--- config.mk ---
export PLATFORM = sky130hd
export DESIGN_NAME = btb2l_entry_ram
export DESIGN_NICKNAME = d
export VERILOG_FILES = /design/src/rtl/btb2l_pkg.sv /design/src/rtl/btb2l_entry_ram.sv
export SDC_FILE = /design/constraint.sdc
export NUM_CORES = 2
export LEC_CHECK = 0
export ABC_AREA = 1
export BUFFER_PORTS_ARGS = -buffer_cell sky130_fd_sc_hd__buf_2
export CAP_MARGIN = 20
export CORE_MARGIN = 2
export CORE_UTILIZATION = 35
export CTS_CLUSTER_DIAMETER = 80
export DETAILED_ROUTE_END_ITERATION = 10
export GPL_TIMING_DRIVEN = 0
export PLACE_DENSITY = 0.56
export SLEW_MARGIN = 20
export SYNTH_ARGS = -nofsm -noshare
export SYNTH_HDL_FRONTEND = slang
export SYNTH_SLANG_ARGS = --single-unit
--- constraint.sdc ---
create_clock -name clk -period 10.8 [get_ports clk]
set_clock_uncertainty 0.1 [all_clocks]
set_input_delay 2.16 -clock clk [delete_from_list [all_inputs] [get_ports clk]]
set_output_delay 2.16 -clock clk [all_outputs]
set_load 0.02 [all_outputs]
--- src/rtl/btb2l_pkg.sv ---
// Shared types and constants for the two-level branch predictor with target buffer.
package btb2l_pkg;

  // Sizes of the target buffer and the counter store
  localparam int EntryIdxW = 5;
  localparam int EntryDepth = 1 << EntryIdxW;
  localparam int MaxIdxBits = 5;
  localparam int TagW = 30;
  localparam int AddrW = 32;
  localparam int HistW = 8;
  localparam int CtrLaneW = 3;
  localparam int CtrLanes = 1 << CtrLaneW;
  localparam int CtrRowW = EntryIdxW + HistW - CtrLaneW;
  localparam int CtrWordW = 2 * CtrLanes;

  // Stream payload widths
  localparam int InDataW = 104;
  localparam int OutDataW = 104;

  // Configuration register indexes
  typedef enum logic [2:0] {
    CFG_BTB_INDEX_BITS = 3'd0,
    CFG_HISTORY_LENGTH = 3'd1,
    CFG_TAG_WIDTH      = 3'd2,
    CFG_INIT_COUNTER   = 3'd3,
    CFG_GLOBAL_HISTORY = 3'd4,
    CFG_GLOBAL_TABLE   = 3'd5,
    CFG_SHARE_MODE     = 3'd6
  } cfg_index_t;

  // Share modes
  localparam logic [1:0] SHARE_NONE = 2'd0;
  localparam logic [1:0] SHARE_LSB  = 2'd1;
  localparam logic [1:0] SHARE_MID  = 2'd2;

  // Item kinds
  localparam logic KIND_PREDICT = 1'b0;
  localparam logic KIND_UPDATE  = 1'b1;

  // One target buffer entry
  typedef struct packed {
    logic [TagW-1:0]  tag;
    logic [AddrW-1:0] target;
    logic [HistW-1:0] hist;
  } entry_t;

  // Access request to the entry memory
  typedef struct packed {
    logic                 re;
    logic                 we;
    logic [EntryIdxW-1:0] addr;
  } btb_req_t;

  // Access request to the counter memory
  typedef struct packed {
    logic               re;
    logic               we;
    logic [CtrRowW-1:0] addr;
  } ctr_req_t;

endpackage

--- src/rtl/btb2l_entry_ram.sv ---
// Target buffer memory: tag, target and local history per entry.
module btb2l_entry_ram (
  input  logic                clk,
  input  btb2l_pkg::btb_req_t req,
  input  btb2l_pkg::entry_t   wdata,
  output btb2l_pkg::entry_t   rdata
);

  btb2l_pkg::entry_t mem [btb2l_pkg::EntryDepth];

  // Synchronous write and registered read; the read data holds between reads.
  always_ff @(posedge clk) begin
    if (req.we) begin
      mem[req.addr] <= wdata;
    end
    if (req.re) begin
      rdata <= mem[req.addr];
    end
  end

endmodule

== After elaboration in Yosys (flattened, before gate mapping) ==
Memories as Yosys holds them, arrays and structs flattened. A register that Yosys moved wholly into a read port is not among the register bits.
Cells that the tools add are included.

* Muxes and demuxes: 2

{| class="wikitable"
|+ Operators with widths
! cell !! count
|-
| 1-bit two-way mux || 2
|}

* Output and inout bits: 70
* Bits in writable memories: 2,240
* Register bits after elaboration: 0
* Memories: 1
* Input port bits: 78
* Logic and storage cells: 3

{| class="wikitable"
|+ Memory list
! memory !! depth !! width !! read ports !! clocked after Yosys merged registers in !! write ports !! line !! text
|-
| mem || 32 || 70 || 1 || 1 || 1 || btb2l_entry_ram.sv:9 || <nowiki>btb2l_pkg::entry_t mem [btb2l_pkg::EntryDepth];</nowiki>
|}

== Depth between registers and ports, before layout ==
* Word-level depth: 2
* Gate-level depth with buffers: 13
* Gate-level depth less buffers: 9

== Least setup slack after synthesis ==
OpenSTA, ideal clock, no wires.

* Kind: input -> register
* Start point: input port req[1] (netlist bit)
* End point: memory mem[6][0] (netlist bit), enable pin
* Arrival time: 5.975 ns
* Path slack: 4.226 ns
* Setup time: 0.499 ns
* Stages on the path: 6
* Data required time: 10.201 ns
* Path buffers: 4
* Cell sequence: buf_2 > buf_4 > buf_2 > buf_2 > nand3_1 > nor2_1

{| class="wikitable"
|+ RTL lines
! element !! line !! text
|-
| start: declaration || btb2l_entry_ram.sv:4 || <nowiki>input btb2l_pkg::btb_req_t req,</nowiki>
|-
| end: declaration || btb2l_entry_ram.sv:9 ||
|}

No word-level cell before the write port.

== Final worst setup path ==
* Start point: input port req[1] (netlist bit)
* End point: memory mem[26][40] (netlist bit), enable pin

No word-level cell before the write port.

==> out/results.ini <==
[min_path]
holdCritStartpoint=mem[10][16]
worst_hold_path_type=reg -> reg

[cells_and_area]
area_taken_by_multi_input_logic_gates_mm2=0.02337
ff_latch_area_mm2=0.06937
fillers=25510
area_growth_pct=16.22
nNetsFinal=9459
drive_above_1_share_pct=9.648
fin_area_mm2=0.1101

[placed_design]
buffer_ports.inserted=142
dp.final_hpwl_mm=185.1
placement.setup.worst_slack_ns=4.011
placement_cell_area_mm2=0.1024
finalWeightedCongestion=0.8658

[sta]
final_critical_path_setup_slack_ns=4.876
drv_slew=0
worst_pin_slew_ns=1.097
timing.fmax_ghz=0.1688
report.final.setup_viol=0
final_hold_fails=0
period_share_pct=54.85
rsz0062_at_grt=no
final.min_clock_period_ns=5.924
slew_headroom_pct=26.64

[critical_path]
worstPathCellList=buf_2 -> buf_4 -> buf_2 -> buf_2 -> nand3_1 -> nor2_4 -> buf_12 -> buf_12 -> buf_16
critical_path_required_ns=11.27
crit_fanout=21
timing.critical_path.to_type=flip-flop
timing_worst_setup_path_type=in -> reg
worstSetupStartpointType=input pin
timing.critical_path.to=mem[26][40]
timing.rr.end=rdata[7]
worst-r2r-cell-count=8
path_common_cell=sky130_fd_sc_hd__buf_2
critical-path-max-stage-delay_ns=0.95
r2r_start=mem[27][7]
timing.critical_path.slowest_stage_cell=sky130_fd_sc_hd__nor2_4
worstPathArrival_ns=6.40
startpoint=req[1]
ff2ff_setup_slack_ns=9.06

[power]
netSwitchingFraction_pct=23.29
maximum_ir_drop_on_the_vdd_rail_v=0.0002171
share_seq_of_total_power_pct=51.7
power.net_switching_w=0.004521
leakagePower_nw=45.18
power_frac_comb_pct=6.5
power_density_mw_per_mm2=176.4
p_int_w=0.01489
clkPwrFrac_pct=41.8

[clocking]
ctsLongestPathBuffers=3
clock_tree.root_cell=sky130_fd_sc_hd__clkbuf_16
post_cts_resize_count=0
clkSlewWorstSetupHoldPaths_ns=0.06
ctsHtreeMaxLevel=4
hold_buffers=0
clock_sink_count=2310
insertion_delay_ns=0.88
postCtsSetupBuffers=0
cts_made_buffers=237
cts_tree=built

[floorplan]
core_area_mm2=0.2686
number_of_primary_i_o_pins=148
die_height_um=524.2
fp-row-count=190
floorplan.initialDensity_pct=35.26
die_w_um=524.2
die_ar_mm2=0.2748

[outcome]
outcome=finished clean

[grt]
grt_max_degree=41
first_global_vias=60980
grt.total_usage_pct=20.72
grt.busiest_layer=met2
grtUsageMet1_pct=28.57
grt_use_met3_pct=3.897
met2_usage_pct=33.14
gr-total-overflow=0
antenna_found_initial=30
global_route_wire_length_before_repair_mm=412.7

[logic_synthesis]
cell_area_after_technology_mapping_mm2=0.09471
synth.ff_latch_count=2310
post_synth_main_area_contributors=sky130_fd_sc_hd__edfxtp_1 (73%), sky130_fd_sc_hd__nand2_1 (24%), sky130_fd_sc_hd__buf_2 (0.99%), sky130_fd_sc_hd__nor2_1 (0.68%), sky130_fd_sc_hd__buf_4 (0.64%)
synth_cell_types=13
list_of_most_frequent_post_synthesis_cells=sky130_fd_sc_hd__nand2_1 (5,950), sky130_fd_sc_hd__edfxtp_1 (2,310), sky130_fd_sc_hd__buf_2 (188), sky130_fd_sc_hd__nor2_1 (172), sky130_fd_sc_hd__clkbuf_1 (129)
synth_sequential_area_ratio_pct=73.24
synth_top_area_share_pct=73.24
number_of_synthesized_flops_with_an_enable_pin=2310
yosys.cell_count.top_type=sky130_fd_sc_hd__nand2_1
cell_type_contributing_the_most_total_cell_area_after_synthesis=sky130_fd_sc_hd__edfxtp_1
synth-async-reset-ratio_pct=0
synthesis.area_per_instance_um2=10.65
synth-main-ff-cell=sky130_fd_sc_hd__edfxtp_1
number_of_nets_in_the_synthesized_netlist=8968
yosysWarningCount=0
synthCells=8890

[routing]
wire_per_inst_um=21.88
firstDrtPassIters=6
wl_mm=288.0
number_of_vias_per_cell=4.797
detail_route.iter0.violations=6407
ant_nets=0
route.detailed.drc=0
route.vias.total=63136

[job]
max_cap_violations=0

## cell families after synthesis
kind of cell  synth area share (%)
buf+inv                      2.369
flops                        73.24
simple gates                 24.39
## per-layer routing
metal	part of all wire, %	wire length, µm
met5	0.028	82
met4	2.8	7940
met3	8.3	24040
met2	46	132500
met1	43	123400
## per-stage QoR
stage / utilization [%] / hold slack [ns] / instances / power, W / TNS [ns]
5_1_grt: 40.96 / 0.8205 / 13139 / 0.02002 / 0
3_5_place_dp: 38.10 / 0.7231 / 12694 / 0.01149 / 0
2_1_floorplan: - / 0.6207 / 8890 / 0.01086 / 0
4_1_cts: 40.96 / 0.7507 / 13139 / 0.01954 / 0
3_3_place_gp: 37.18 / 0.7363 / 12584 / 0.01146 / -1172.05
6_report: 40.98 / 0.7496 / 13161 / 0.01941 / 0
## placed cells by master (no fill, tap or decap), drive strengths merged
master,n
nand2,5950
nand3,4
nor3,8
clkbuf,409
bufinv,22
edfxtp,2310
diode,22
clkinvlp,9
inv,25
nor2,172
clkinv,122
buf,556
## how the worst min path moves through the flow
stage	end	slack (ns)	cells after the start
CTS	rdata[16]	0.75	8
global placement	rdata[13]	0.74	8
floorplan	rdata[0]	0.62	8
global route	rdata[3]	0.82	8
detailed placement	rdata[16]	0.72	8
finish	rdata[16]	0.75	8
## cell type report
type,instances,area share (%)
multi-input cells,6134,21.23
well taps,3552,4.038
repair buffers,252,2.666
clock buffers,280,5.593
flip-flops and latches,2310,63.02
inverters,13,0.04433
diodes,22,0.05001
plain buffers,433,1.996
clock inverters,165,1.365
## state kept, by name, summed over array words and instances (netlist names)
signal	count
mem	2240
rdata	70
## power by group through the flow
stage	combinational, W	clock [W]	sequential (W)
finish	0.00126	0.00811	0.0100
global route	0.00139	0.00859	0.0100
CTS	0.00127	0.00824	0.0100
detailed placement	0.00126	0	0.0102
global placement	0.00122	0	0.0102
floorplan	0.000596	0	0.0103
## worst max-delay path: cells and delay by family
family	cells	cell delay, ns
buffers and inverters	7	2.37
AND/OR/NAND/NOR	2	1.74
Power figures use the tool's default switching activity.
